==> src/assert_macros.svh <==
// shared assertion macros
`ifndef ASSERT_MACROS_SVH
`define ASSERT_MACROS_SVH
`ifndef ASSERT_OFF
`define ASSERT_AT(lbl, clk, rst_n, prop, msg) \
  lbl: assert property (@(posedge clk) disable iff (!rst_n) prop) else $error(msg);
`define ASSERT_NEVER(lbl, clk, rst_n, cond, msg) \
  lbl: assert property (@(posedge clk) disable iff (!rst_n) !(cond)) else $error(msg);
`else
`define ASSERT_AT(lbl, clk, rst_n, prop, msg)
`define ASSERT_NEVER(lbl, clk, rst_n, cond, msg)
`endif
`endif

==> src/dpf_pkg.sv <==
`timescale 1ns / 1ps
package dpf_pkg;

  localparam int unsigned LIMIT_DEF      = 65536;
  localparam int unsigned MAX_PRIMES_DEF = 6542;
  localparam int unsigned VALUE_W        = 16;

  typedef struct packed {
    logic clr_step;
    logic store;
    logic mark_init;
    logic mark_step;
    logic n_inc;
    logic load;
    logic sq_load;
    logic div_start;
    logic div_step;
    logic quo_take;
    logic k_next;
    logic push_p;
    logic push_v;
    logic flush;
  } cmd_t;

  typedef struct packed {
    logic clr_done;
    logic composite;
    logic dbl_over;
    logic mark_last;
    logic sieve_end;
    logic k_end;
    logic sq_gt;
    logic div_done;
    logic rem_zero;
    logic hit;
    logic tail_ok;
    logic push_ok;
    logic out_free;
  } stat_t;

endpackage

==> src/dpf_ctrl.sv <==
`timescale 1ns / 1ps
module dpf_ctrl (
  input  logic           clk_i,
  input  logic           rst_ni,
  input  logic           in_valid_i,
  output logic           in_ready_o,
  input  dpf_pkg::stat_t stat_i,
  output dpf_pkg::cmd_t  cmd_o
);

  typedef enum logic [3:0] {
    S_CLEAR,
    S_RD,
    S_TEST,
    S_MARK,
    S_ADV,
    S_IDLE,
    S_FETCH,
    S_SQ,
    S_CMP,
    S_DSTART,
    S_DIV,
    S_DCHK,
    S_TAIL,
    S_FIN
  } state_e;

  state_e state_q, state_d;

  always_comb begin
    state_d    = state_q;
    cmd_o      = '0;
    in_ready_o = 1'b0;
    unique case (state_q)
      S_CLEAR: begin
        cmd_o.clr_step = 1'b1;
        if (stat_i.clr_done) state_d = S_RD;
      end
      S_RD: begin
        state_d = S_TEST;
      end
      S_TEST: begin
        if (stat_i.composite) begin
          state_d = S_ADV;
        end else begin
          cmd_o.store = 1'b1;
          if (stat_i.dbl_over) begin
            state_d = S_ADV;
          end else begin
            cmd_o.mark_init = 1'b1;
            state_d         = S_MARK;
          end
        end
      end
      S_MARK: begin
        cmd_o.mark_step = 1'b1;
        if (stat_i.mark_last) state_d = S_ADV;
      end
      S_ADV: begin
        if (stat_i.sieve_end) begin
          state_d = S_IDLE;
        end else begin
          cmd_o.n_inc = 1'b1;
          state_d     = S_RD;
        end
      end
      S_IDLE: begin
        in_ready_o = 1'b1;
        if (in_valid_i) begin
          cmd_o.load = 1'b1;
          state_d    = S_FETCH;
        end
      end
      S_FETCH: begin
        state_d = stat_i.k_end ? S_FIN : S_SQ;
      end
      S_SQ: begin
        cmd_o.sq_load = 1'b1;
        state_d       = S_CMP;
      end
      S_CMP: begin
        state_d = stat_i.sq_gt ? S_TAIL : S_DSTART;
      end
      S_DSTART: begin
        cmd_o.div_start = 1'b1;
        state_d         = S_DIV;
      end
      S_DIV: begin
        if (stat_i.div_done) begin
          state_d = S_DCHK;
        end else begin
          cmd_o.div_step = 1'b1;
        end
      end
      S_DCHK: begin
        if (!stat_i.rem_zero) begin
          cmd_o.k_next = 1'b1;
          state_d      = S_FETCH;
        end else if (stat_i.hit) begin
          cmd_o.quo_take = 1'b1;
          state_d        = S_DSTART;
        end else if (stat_i.push_ok) begin
          cmd_o.push_p   = 1'b1;
          cmd_o.quo_take = 1'b1;
          state_d        = S_DSTART;
        end
      end
      S_TAIL: begin
        if (!stat_i.tail_ok) begin
          state_d = S_FIN;
        end else if (stat_i.push_ok) begin
          cmd_o.push_v = 1'b1;
          state_d      = S_FIN;
        end
      end
      S_FIN: begin
        if (stat_i.out_free) begin
          cmd_o.flush = 1'b1;
          state_d     = S_IDLE;
        end
      end
      default: begin
        state_d = S_CLEAR;
      end
    endcase
  end

  always_ff @(posedge clk_i or negedge rst_ni) begin
    if (!rst_ni) begin
      state_q <= S_CLEAR;
    end else begin
      state_q <= state_d;
    end
  end

endmodule

==> config.mk <==
export PLATFORM = sky130hd
export DESIGN_NAME = dpf_ctrl
export DESIGN_NICKNAME = d
export VERILOG_FILES = /design/src/assert_macros.svh /design/src/dpf_pkg.sv /design/src/dpf_ctrl.sv
export SDC_FILE = /design/constraint.sdc
export NUM_CORES = 1
export LEC_CHECK = 0
export ABC_AREA = 1
export BUFFER_PORTS_ARGS = -buffer_cell sky130_fd_sc_hd__buf_2
export CAP_MARGIN = 20
export CORE_AREA = 2 2 39 41
export CTS_CLUSTER_SIZE = 28
export DETAILED_ROUTE_END_ITERATION = 10
export DIE_AREA = 0 0 41 43
export PLACE_DENSITY = 0.83
export SLEW_MARGIN = 20
export SYNTH_ARGS = -nofsm -noshare
export SYNTH_HDL_FRONTEND = slang
export SYNTH_SLANG_ARGS = --single-unit
==> constraint.sdc <==
create_clock -name clk_i -period 3.6 [get_ports clk_i]
set_clock_uncertainty 0.2 [all_clocks]
set_input_delay 0.36 -clock clk_i [delete_from_list [all_inputs] [get_ports clk_i]]
set_output_delay 0.36 -clock clk_i [all_outputs]
set_load 0.005 [all_outputs]
==> summary by stage <==
Layout
In the final layout, the registers with the most flip-flops are state_q (4). The leading cell type in the layout, fill and taps excluded is sky130_fd_sc_hd__nand2_1. The post-layout net count is 173.

Relative to the synthesized area, the layout overhead comes to 34.6%. The proportion of layout cells with a drive suffix above 1 is 24.5%. The register with the most flip-flops in the layout has 4 of them.

For this run, the share of the core covered by cells in the final layout is 57.0%. The antenna diode count is 0. The top register by number of flip-flops is state_q. The library cells used most frequently in the layout, excluding fill and tap cells, are sky130_fd_sc_hd__nand2_1 (45), sky130_fd_sc_hd__buf_2 (30), sky130_fd_sc_hd__inv_1 (29).

Floorplan
The vertical die dimension is 43 um. The number of placed I/O pins is 31. The initial cell density of the core is 42.3%. The placeable core area is 1380 um^2. The die boundary width is 41 um. The die area is 1760 um^2. Row generation in the floorplan step produced 14 rows.

Critical path
Data on the critical path is required at its endpoint by 3.04 ns. The critical path arrival is 1.39 ns. The critical path is of the flop to output port type. The critical path endpoint category is an output port.

Setup slack on the worst reg-to-reg path comes out at 1.97 ns. Of all nets on the critical path, the largest fanout is 7. The type of element launching the critical path is a flop.

Placement
The half-perimeter wire length after detailed placement is 1320 um. Routability-driven placement finished with a final weighted congestion of 0.941. Input and output buffers added on the ports amount to 30.

Detailed routing
The number of violations reported at the end of detailed-routing iteration 0 is 29. The first detailed-routing pass took 4 iterations. Dividing the detail-routed wire length by the instance count gives 9.19 um. The number of vias per cell is 4.67. After detailed routing, the number of remaining DRC violations is 0. The number of nets with antenna violations after routing is 0. The routed layout has 798 vias. The total routed wirelength is 1570 um.

Clock tree
After clock tree synthesis, the repair step resized 0 gates. The worst-case clock buffer depth is 2. The cell chosen for the clock root is sky130_fd_sc_hd__clkbuf_4. The clock reaches the later pin of the worst-skew pair after 0.24 ns. Clock-pin slew was measured on the worst setup and hold paths at 0.04 ns. The number of CTS-inserted buffers is 3. The TritonCTS clock tree is built. Clock tree synthesis found a total of 4 sinks. In this run the number of H-tree levels came out at 1.

STA
For the pin with the worst max-slew slack, the measured transition is 0.397 ns. The max-slew violation count came to 0. The final worst-path cycle share is 54.2%.

The tightest hold path in the finished design has a slack of 0.265 ns. Setup repair after global routing left no endpoint under its margin. The count of endpoints failing hold in the final timing report is 0.

The highest attainable clock frequency is 512 MHz. The worst pin sits at a relative slew slack of 73.4%. For the finished layout, the period the worst path requires is 1.95 ns. The final setup violation count is 0. The total negative slack for setup checks is 0 ns.

Synthesis
By area the synthesized netlist is led by sky130_fd_sc_hd__nand2_1 (29%), sky130_fd_sc_hd__inv_1 (19%), sky130_fd_sc_hd__dfrtp_1 (17%). Summing the areas of all compound-gate instances in the mapped netlist gives 1.71% of the synthesized area. Yosys printed 0 warnings. The cell area after synthesis is 586 um^2.

The share of the yosys chip area belonging to registers is 17.1%. The number of standard cells after synthesis is 121. By area, the combinational part of the netlist is dominated by simple AND/OR/NAND/NOR gates.

Multiplexer cells account for 0% of the synthesized area. Synthesis produced a netlist with a net count of 137. The share of the synthesized netlist area taken by xor and xnor gates is 0%. After Yosys synthesis, full adders, half adders and majority gates account for 0% of the synthesized area. The area fraction of the dominant cell type after synthesis is 28.8%. The netlist uses 12 different library cells. The number of synthesized register bits is 4. The cell accounting for the most synthesized area is sky130_fd_sc_hd__nand2_1.

The post-synthesis share of cell area spent on and, or, nand and nor gates is 62.6%. The per-instance average area after synthesis is 4.84 um^2.

Global routing
The via count of the first global-routing pass is 650. The largest net degree at the start of global routing is 8. After global routing the overflow that remains totals 0.

The first global-routing pass estimated 2470 um of wire. The number of antenna violations at the first check in global routing was 0. For this run, the total global-route usage over all layers was measured as 20.0%.

Hold path
The path class of the tightest hold or removal check is primary input to asynchronous set/reset pin.

Job
Max-cap violations in this run came to 0.

Power
In this run the power density over the cells is 573 nW/um^2. Summed over all cells, the static leakage comes to 0.608 nW. VDD sags by at most 0.000283 V.

Outcome
The flow ran to the end, and the final reports show no timing, DRC or antenna violations.
==> metal layers <==
| metal | track usage (%) | up-vias | share of wire (%) |
|---|---|---|---|
| met2 | 31.9 | 45 | 42 |
| met4 | 2.00 | 0 | 0 |
| li1 | - | 426 | - |
| met1 | 26.6 | 327 | 47 |
| met3 | 6.28 | 0 | 11 |
| met5 | 0 | - | 0 |
==> layout make-up <==
class	count	area [um^2]
fillers	155	596
multi-input cells	88	377
repair buffers	31	160
inverters	29	109
flip-flops and latches	4	100
clock buffers	3	22.5
well taps	16	20.0
==> repair_timing <==
action                                 4_1_cts  5_1_grt
hold buffers                                 1        0
buffers inserted                             0        0
endpoints found under the hold margin        4        0
setup endpoints to repair                    0        0
==> final timing paths <==
check | startpoint | endpoint | depth (start not counted)
setup / recovery | state_q[3] | cmd_o[8] | 4
hold / removal | rst_ni | state_q[0] | 2
setup reg to reg | state_q[0] | state_q[2] | 9
hold reg to reg | state_q[0] | state_q[0] | 2
max in group asynchronous | rst_ni | state_q[2] | 2
min in group clk_i | in_valid_i | state_q[2] | 4
==> cell families (layout without fill, tap and decap cells) <==
logic type,Yosys count,count (layout)
compound gates,2,2
simple gates,86,86
buf+inv,29,63
flops,4,4
==> worst max-delay path, cell delays in order, from the launching register on <==
cell,delay (ns)
sky130_fd_sc_hd__dfrtp_1,0.43
sky130_fd_sc_hd__nor2_1,0.36
sky130_fd_sc_hd__nand2_1,0.16
sky130_fd_sc_hd__nor2_1,0.10
sky130_fd_sc_hd__buf_2,0.11
==> cell usage after synthesis <==
cell type	count
sky130_fd_sc_hd__nand2_2	2
sky130_fd_sc_hd__nand3b_1	3
sky130_fd_sc_hd__nor4_1	3
sky130_fd_sc_hd__nor3_1	1
sky130_fd_sc_hd__dfrtp_1	4
sky130_fd_sc_hd__nand2_1	45
sky130_fd_sc_hd__nand3_1	7
sky130_fd_sc_hd__inv_1	29
sky130_fd_sc_hd__nor2_2	3
sky130_fd_sc_hd__nor2_1	21
sky130_fd_sc_hd__a21oi_1	2
sky130_fd_sc_hd__nand4_1	1
==> power breakdown <==
part | total [mW] | internal (mW) | switching [mW] | leakage [nW]
Clock | 0.0556 | 0.0373 | 0.0183 | 0.0138
Sequential | 0.0909 | 0.0664 | 0.0245 | 0.0507
Combinational | 0.305 | 0.105 | 0.200 | 0.544
==> metrics by stage <==
stage | instance area [um^2] | total power, mW | instances | worst slack [ns]
after floorplan | 586 | 0.307 | 121 | 2.09
after global placement | 756 | 0.386 | 167 | 1.92
after detailed placement | 756 | 0.392 | 167 | 1.90
after CTS | 788 | 0.452 | 171 | 1.65
after global routing | 788 | 0.508 | 171 | 1.51
final | 788 | 0.452 | 171 | 1.65
No activity file was read; power rests on OpenSTA's default activity.
